## config.mk

```make
export PLATFORM = sky130hd
export DESIGN_NAME = api_tx_request_framer
export DESIGN_NICKNAME = d
export VERILOG_FILES = /design/src/atrf_pkg.sv /design/src/atrf_core.sv /design/src/api_tx_request_framer.sv
export SDC_FILE = /design/constraint.sdc
export NUM_CORES = 1
export LEC_CHECK = 0
export BUFFER_PORTS_ARGS = -buffer_cell sky130_fd_sc_hd__buf_4
export CAP_MARGIN = 20
export CORE_MARGIN = 3
export CORE_UTILIZATION = 40
export CTS_CLUSTER_DIAMETER = 150
export DETAILED_ROUTE_END_ITERATION = 8
export REMOVE_ABC_BUFFERS = 1
export SYNTH_ARGS = -nofsm -noshare
export SYNTH_HDL_FRONTEND = slang
export SYNTH_SLANG_ARGS = --single-unit
```

## constraint.sdc

```tcl
create_clock -name clk_i -period 4.5 [get_ports clk_i]
set_clock_uncertainty 0.15 [all_clocks]
set_input_delay 0.9 -clock clk_i [delete_from_list [all_inputs] [get_ports clk_i]]
set_output_delay 0.9 -clock clk_i [all_outputs]
set_load 0.005 [all_outputs]
```

## src/atrf_pkg.sv

```systemverilog
// ----------------------------------------------------------------------------
// atrf_pkg: shared types and constants of the transmit request framer
// Header layout, length limits, sequencer phase codes and the result word.
// ----------------------------------------------------------------------------
package atrf_pkg;

  localparam int unsigned ByteW     = 8;
  localparam int unsigned PhaseW    = 5;
  localparam int unsigned HdrBytes  = 17;

  localparam logic [ByteW-1:0] StartDelim = 8'h7E;
  localparam logic [ByteW-1:0] FrameType  = 8'h10;
  localparam logic [ByteW-1:0] FrameId    = 8'h01;
  localparam logic [ByteW-1:0] DestNetHi  = 8'hFF;
  localparam logic [ByteW-1:0] DestNetLo  = 8'hFE;
  localparam logic [ByteW-1:0] MaxPayload = 8'd237;
  // frame length field = payload + 18 - 4
  localparam logic [ByteW-1:0] LenAdd     = 8'd14;
  // sum of the fixed header bytes from the type byte on, mod 256
  localparam logic [ByteW-1:0] HdrSum     = FrameType + FrameId + DestNetHi + DestNetLo;

  // header byte positions
  localparam logic [PhaseW-1:0] HdrIdxDelim = 5'd0;
  localparam logic [PhaseW-1:0] HdrIdxLen   = 5'd2;
  localparam logic [PhaseW-1:0] HdrIdxType  = 5'd3;
  localparam logic [PhaseW-1:0] HdrIdxId    = 5'd4;
  localparam logic [PhaseW-1:0] HdrIdxNetHi = 5'd13;
  localparam logic [PhaseW-1:0] HdrIdxNetLo = 5'd14;

  // sequencer phases after the header bytes
  localparam logic [PhaseW-1:0] PhData  = 5'(HdrBytes);
  localparam logic [PhaseW-1:0] PhCksum = 5'(HdrBytes + 1);

  typedef struct packed {
    logic [ByteW-1:0] data;
    logic             frame_end;
    logic             run_last;
  } word_t;

  function automatic logic [ByteW-1:0] clamp_len(input logic [ByteW-1:0] len);
    logic [ByteW-1:0] res;
    res = len;
    if (len > MaxPayload) begin
      res = MaxPayload;
    end else if (len == '0) begin
      res = 8'd1;
    end
    return res;
  endfunction

  function automatic logic [ByteW-1:0] hdr_byte(input logic [PhaseW-1:0] idx,
                                                input logic [ByteW-1:0] len);
    logic [ByteW-1:0] res;
    res = '0;
    unique case (idx)
      HdrIdxDelim: res = StartDelim;
      HdrIdxLen:   res = clamp_len(len) + LenAdd;
      HdrIdxType:  res = FrameType;
      HdrIdxId:    res = FrameId;
      HdrIdxNetHi: res = DestNetHi;
      HdrIdxNetLo: res = DestNetLo;
      default:     res = '0;
    endcase
    return res;
  endfunction

endpackage

```

## src/atrf_core.sv

```systemverilog
// ----------------------------------------------------------------------------
// atrf_core: item register and frame sequencer
// Holds one input word, steps it through header, payload and checksum phases
// and keeps the per-frame byte count, length and running sum.
// ----------------------------------------------------------------------------
module atrf_core (
  input  logic                        clk_i,
  input  logic                        rst_ni,
  input  logic                        in_valid_i,
  output logic                        in_ready_o,
  input  logic [atrf_pkg::ByteW-1:0]  in_byte_i,
  input  logic [atrf_pkg::ByteW-1:0]  in_len_i,
  input  logic                        emit_ok_i,
  output logic                        emit_o,
  output atrf_pkg::word_t             word_o
);

  logic                        item_vld_q;
  logic [atrf_pkg::ByteW-1:0]  item_byte_q;
  logic [atrf_pkg::ByteW-1:0]  item_len_q;
  logic [atrf_pkg::PhaseW-1:0] phase_q;

  logic [atrf_pkg::ByteW-1:0]  seen_q, seen_d;
  logic [atrf_pkg::ByteW-1:0]  flen_q, flen_d;
  logic [atrf_pkg::ByteW-1:0]  sum_q, sum_d;

  logic                        fire;
  logic                        finish;
  logic                        accept;
  logic                        in_data;
  logic                        in_cksum;
  logic                        is_last;
  logic [atrf_pkg::ByteW-1:0]  seen_inc;

  assign fire     = item_vld_q && emit_ok_i;
  assign in_data  = (phase_q == atrf_pkg::PhData);
  assign in_cksum = (phase_q == atrf_pkg::PhCksum);
  assign seen_inc = seen_q + 8'd1;
  assign is_last  = (seen_inc >= flen_q);
  assign finish   = fire && ((in_data && !is_last) || in_cksum);
  assign in_ready_o = !item_vld_q || finish;
  assign accept   = in_valid_i && in_ready_o;

  always_comb begin
    seen_d = seen_q;
    flen_d = flen_q;
    sum_d  = sum_q;
    if (fire) begin
      if (phase_q == atrf_pkg::HdrIdxLen) begin
        flen_d = atrf_pkg::clamp_len(item_len_q);
        sum_d  = atrf_pkg::HdrSum;
      end else if (in_data) begin
        sum_d  = sum_q + item_byte_q;
        seen_d = is_last ? '0 : seen_inc;
      end
    end
  end

  always_comb begin
    emit_o         = item_vld_q;
    word_o.data    = atrf_pkg::hdr_byte(phase_q, item_len_q);
    if (in_data) begin
      word_o.data  = item_byte_q;
    end else if (in_cksum) begin
      word_o.data  = ~sum_q;
    end
    word_o.frame_end = in_cksum;
    word_o.run_last  = (in_data && !is_last) || in_cksum;
  end

  always_ff @(posedge clk_i or negedge rst_ni) begin
    if (!rst_ni) begin
      item_vld_q <= 1'b0;
      phase_q    <= '0;
      seen_q     <= '0;
      flen_q     <= '0;
      sum_q      <= '0;
    end else begin
      seen_q <= seen_d;
      flen_q <= flen_d;
      sum_q  <= sum_d;
      if (accept) begin
        item_vld_q <= 1'b1;
        phase_q    <= (seen_d == '0) ? atrf_pkg::HdrIdxDelim : atrf_pkg::PhData;
      end else if (finish) begin
        item_vld_q <= 1'b0;
      end else if (fire) begin
        phase_q    <= phase_q + 5'd1;
      end
    end
  end

  always_ff @(posedge clk_i) begin
    if (accept) begin
      item_byte_q <= in_byte_i;
      item_len_q  <= in_len_i;
    end
  end

  a_phase_range: assert property (@(posedge clk_i) disable iff (!rst_ni)
    item_vld_q |-> phase_q <= atrf_pkg::PhCksum)
    else $error("sequencer phase out of range");

  a_hdr_at_start: assert property (@(posedge clk_i) disable iff (!rst_ni)
    (item_vld_q && phase_q < atrf_pkg::PhData) |-> seen_q == '0)
    else $error("header emitted mid-frame");

  a_cksum_closes: assert property (@(posedge clk_i) disable iff (!rst_ni)
    (item_vld_q && in_cksum) |-> seen_q == '0)
    else $error("checksum while frame still open");

  a_len_bound: assert property (@(posedge clk_i) disable iff (!rst_ni)
    flen_q <= atrf_pkg::MaxPayload && seen_q < atrf_pkg::MaxPayload)
    else $error("frame length or byte count out of range");

  a_no_drop: assert property (@(posedge clk_i) disable iff (!rst_ni)
    (item_vld_q && !emit_ok_i) |=> (item_vld_q && $stable(phase_q)))
    else $error("item lost while output stalled");

endmodule

```

## src/api_tx_request_framer.sv

```systemverilog
// ----------------------------------------------------------------------------
// api_tx_request_framer: wraps payload bytes into API transmit request frames
//
// Input stream s_axis: one payload byte per word, with the frame's payload
// length beside it. The length is taken only on a frame's first byte and is
// clamped to 1..237. Output stream m_axis: framed bytes, tlast on the closing
// checksum, tuser on the last output word caused by each input word.
// The first byte of a frame yields the 17-byte header, the byte itself and,
// for a one-byte frame, the checksum; later bytes yield the byte and, on the
// last, the checksum.
// An accepted word goes to the item register, then to the output register.
// Throughput: one output word per cycle while m_axis_tready stays high.
// The single output word register sets this: one frame byte leaves per cycle.
// Reset clears the frame state; the block then waits for a frame start.
// When m_axis stalls, the output word holds and s_axis_tready drops once the
// held input word still has bytes to emit; nothing is dropped.
// ----------------------------------------------------------------------------
module api_tx_request_framer (
  input  logic        clk_i,
  input  logic        rst_ni,
  input  logic        s_axis_tvalid,
  output logic        s_axis_tready,
  input  logic [15:0] s_axis_tdata,   // [7:0] payload_byte, [15:8] payload_length
  output logic        m_axis_tvalid,
  input  logic        m_axis_tready,
  output logic [7:0]  m_axis_tdata,   // [7:0] frame_byte
  output logic        m_axis_tlast,   // frame_end
  output logic        m_axis_tuser    // [0] run_last
);

  logic            out_vld_q;
  atrf_pkg::word_t out_q;
  logic            load_ok;
  logic            emit;
  atrf_pkg::word_t word;

  assign load_ok = !out_vld_q || m_axis_tready;

  atrf_core u_core (
    .clk_i      (clk_i),
    .rst_ni     (rst_ni),
    .in_valid_i (s_axis_tvalid),
    .in_ready_o (s_axis_tready),
    .in_byte_i  (s_axis_tdata[7:0]),
    .in_len_i   (s_axis_tdata[15:8]),
    .emit_ok_i  (load_ok),
    .emit_o     (emit),
    .word_o     (word)
  );

  always_ff @(posedge clk_i or negedge rst_ni) begin
    if (!rst_ni) begin
      out_vld_q <= 1'b0;
    end else if (load_ok) begin
      out_vld_q <= emit;
    end
  end

  always_ff @(posedge clk_i) begin
    if (load_ok && emit) begin
      out_q <= word;
    end
  end

  assign m_axis_tvalid = out_vld_q;
  assign m_axis_tdata  = out_q.data;
  assign m_axis_tlast  = out_q.frame_end;
  assign m_axis_tuser  = out_q.run_last;

endmodule
```

==> flow_summary.toml <==
[synth]
ys_seq_area_frac = 0.488
ys_seq_elements = 57
synthesized_instance_count = 313
synthesis.area_um2 = 3190
synthesis.area_per_instance_um2 = 10.2
ys_types = 50
synth_top_flop_cell = "sky130_fd_sc_hd__dfrtp_1"
share_of_flip_flops_with_an_asynchronous_set_or_reset = 0.544
number_of_synthesized_flops_with_an_enable_pin = 26
yosys_warnings = 0

[placed_design]
place_congestion = 0.857
place.port_buffers = 31
dp.final_hpwl_um = 5280
place_area_um2 = 3510
placed_cells = 433

[cts]
ctsHoldBuffers = 0
cts_htree_levels = 3
cts_resized = 0
clk_transition_reported_paths_ns = 0.07
tritoncts_clock_tree = "done"
clock_tree.buffer_depth = 2
clk-insertion-delay-late_ns = 0.35
tritoncts.num_buffers = 9
cts.sink_count = 57
cts.root.buffer_cell = "sky130_fd_sc_hd__clkbuf_8"
post_cts_buffers = 0

[power_and_ir_drop]
p_switching_w = 0.000965
leakagePower_nw = 1.57
clock_power_share = 0.211
ir_drop_mv = 0.264
total_power_w = 0.00251
comb_power_share = 0.426
reg_power_frac = 0.363
p_int_w = 0.00154
cellPowerDensity_nw_per_um2 = 673
power.switching_fraction = 0.385

[final_layout]
proportion_of_layout_cells_with_a_drive_suffix_above_1 = 0.151
area_growth_from_synthesis_to_final_layout_pct = 16.9
diode_count = 0
post_layout_nonfiller_instances = 449
area_of_all_placed_cells_without_fillers_um2 = 3730
fin_util = 0.498
number_of_nets_in_the_layout = 387

[sta]
slew_headroom = 0.548
fin_hold_viols = 0
fmax_ghz = 0.249
rsz0062_at_grt = "no"
setup_violations = 0
tns_ns = 0
post-route-min-period_ns = 4.02
max_slew.worst_pin.slew_ns = 0.678
report.final.slew_viol_count = 0
period_share = 0.894

[drt]
remaining_drc_errors = 0
drt_first_pass_iters = 4
final_antenna_net_count = 0
wire_per_inst_um = 15.9
detail_route.wirelength_um = 7150
routed_via_density = 5.49
number_of_drc_violations_after_detailed_routing_iteration_0 = 170
vias = 2463

[global_route]
gr-total-overflow = 0
grt_start_max_net_pins = 32
first_global_vias = 2345
grt_usage = 0.174
grt_first_pass_wirelength_um = 11800
initial_antenna_violation_count = 0

[floorplan]
rows = 31
floorplan.die.width_um = 95.3
dieHeight_um = 95.3
floorplan.initialDensity = 0.426
die-area_um2 = 9090
core_area_um2 = 7490
num_io_pins = 32

[critical_path]
crit_end_category = "output pin"
worst-endpoint-arrival_ns = 2.97
startpoint_type = "flip-flop"
timing_worst_setup_path_type = "reg2out"
timing.critical_path.required_ns = 3.45
path_max_fanout = 8

[hold_path]
holdCritPathClass = "in2async"

[status]
status = "completed"

[run]
cap_violations = 0
-- placed cells by master (no fill, tap or decap), types with 7 or more instances in the layout --
cell                       instances
sky130_fd_sc_hd__nand2_1          36
sky130_fd_sc_hd__xor2_1            8
sky130_fd_sc_hd__o211ai_1          7
sky130_fd_sc_hd__nand2b_1          7
sky130_fd_sc_hd__o21a_1            8
sky130_fd_sc_hd__ha_1             21
sky130_fd_sc_hd__o21ai_0          26
sky130_fd_sc_hd__a21oi_1           7
sky130_fd_sc_hd__inv_1            21
sky130_fd_sc_hd__nand3_1          11
sky130_fd_sc_hd__dfrtp_1          31
sky130_fd_sc_hd__edfxtp_1         26
sky130_fd_sc_hd__xnor2_1           7
sky130_fd_sc_hd__nor3_1            9
sky130_fd_sc_hd__clkbuf_8          9
sky130_fd_sc_hd__buf_4            32
sky130_fd_sc_hd__nor2_1           20
-- cell type report --
class,count,area (µm²)
sequential,57,1560
tap,99,124
fill,698,3750
clock inverter,6,92.6
clock buffer,10,128
inverter,21,78.8
timing repair buffer,32,240
multi-input combinational,224,1510
-- cells by family (layout without fill, tap and decap cells) --
kind of cell | after synthesis | count (layout) | synth area share
flip-flops | 57 | 57 | 0.488
AND/OR/NAND/NOR | 104 | 104 | 0.163
adder cells (fa/ha/maj) | 22 | 22 | 0.0886
buffers and inverters | 32 | 69 | 0.0388
AO/OA/AOI/OAI | 82 | 82 | 0.178
XOR/XNOR | 15 | 15 | 0.0412
multiplexers | 1 | 1 | 0.00314
-- registers in the layout, indices dropped and copies added (netlist names) --
signal / cells
m_axis_tuser: 1
m_axis_tlast: 1
u_core.emit_o: 1
u_core.phase_q: 5
u_core.item_len_q: 8
m_axis_tdata: 8
m_axis_tvalid: 1
u_core.seen_q: 8
u_core.flen_q: 8
u_core.sum_q: 8
u_core.item_byte_q: 8
-- path summary, 6_finish.rpt --
kind	start	end	slack, ns	cells after the start
setup / recovery	u_core.seen_q[0]	s_axis_tready	0.48	11
hold / removal	rst_ni	u_core.flen_q[3]	0.34	1
setup reg to reg	u_core.seen_q[0]	u_core.phase_q[0]	0.74	14
hold reg to reg	u_core.flen_q[3]	u_core.flen_q[3]	0.34	2
max in group asynchronous	rst_ni	u_core.phase_q[0]	3.54	1
min in group clk_i	u_core.flen_q[3]	u_core.flen_q[3]	0.34	2
-- through the flow --
step	worst slack [ns]	hold slack, ns
floorplan	1.06	0.300
finish	0.479	0.335
detailed placement	0.760	0.324
global placement	0.872	0.318
CTS	0.462	0.340
global route	0.226	0.362
-- synthesized netlist by cell type (2+ instances only) --
cell type	n	area, µm²
sky130_fd_sc_hd__nand4_1	2	12.5
sky130_fd_sc_hd__a21oi_1	7	35.0
sky130_fd_sc_hd__o41ai_1	2	17.5
sky130_fd_sc_hd__nor2b_1	4	25.0
sky130_fd_sc_hd__or3_1	3	18.8
sky130_fd_sc_hd__nor3_1	9	45.0
sky130_fd_sc_hd__a31oi_1	4	25.0
sky130_fd_sc_hd__xor2_1	8	70.1
sky130_fd_sc_hd__edfxtp_1	26	781
sky130_fd_sc_hd__nand3_1	11	55.1
sky130_fd_sc_hd__dfrtp_1	31	776
sky130_fd_sc_hd__o221ai_1	6	52.6
sky130_fd_sc_hd__ha_1	21	263
sky130_fd_sc_hd__o21ai_0	26	130
sky130_fd_sc_hd__nand2b_1	7	43.8
sky130_fd_sc_hd__o211ai_1	7	52.6
sky130_fd_sc_hd__and3_1	3	18.8
sky130_fd_sc_hd__xnor2_1	7	61.3
sky130_fd_sc_hd__inv_1	21	78.8
sky130_fd_sc_hd__a21o_1	4	30.0
sky130_fd_sc_hd__nand2_1	36	135
sky130_fd_sc_hd__buf_2	3	15.0
sky130_fd_sc_hd__nor3_2	2	20.0
sky130_fd_sc_hd__nor2_1	20	75.1
sky130_fd_sc_hd__clkbuf_1	8	30.0
sky130_fd_sc_hd__o21a_1	8	60.1
sky130_fd_sc_hd__o31ai_1	4	30.0
-- power by group through the flow --
stage	Combinational, W	Clock, W	Sequential [W]
after floorplan	0.000738	0	0.000891
after global placement	0.00105	0	0.000916
after detailed placement	0.00107	0	0.000918
after CTS	0.00107	0.000544	0.000910
after global routing	0.00121	0.000567	0.000939
final	0.00107	0.000530	0.000912
-- critical path, stage by stage, from the launching register on --
cell,delay [ns]
sky130_fd_sc_hd__dfrtp_1,0.45
sky130_fd_sc_hd__ha_1,0.30
sky130_fd_sc_hd__nand3_1,0.22
sky130_fd_sc_hd__nor2_1,0.18
sky130_fd_sc_hd__xnor2_1,0.17
sky130_fd_sc_hd__inv_1,0.08
sky130_fd_sc_hd__ha_1,0.30
sky130_fd_sc_hd__and4_1,0.19
sky130_fd_sc_hd__nor3_2,0.16
sky130_fd_sc_hd__nand3_1,0.10
sky130_fd_sc_hd__o221ai_1,0.29
sky130_fd_sc_hd__buf_4,0.18
-- per-layer routing --
| layer | up-vias | GRT usage | wire length, µm |
|---|---|---|---|
| li1 | 1207 | - | - |
| met1 | 1175 | 0.244 | 3450 |
| met2 | 71 | 0.255 | 3140 |
| met3 | 10 | 0.0560 | 452 |
| met4 | 0 | 0.0565 | 102 |
| met5 | - | 0 | 0 |
No activity file was read; power rests on OpenSTA's default activity.
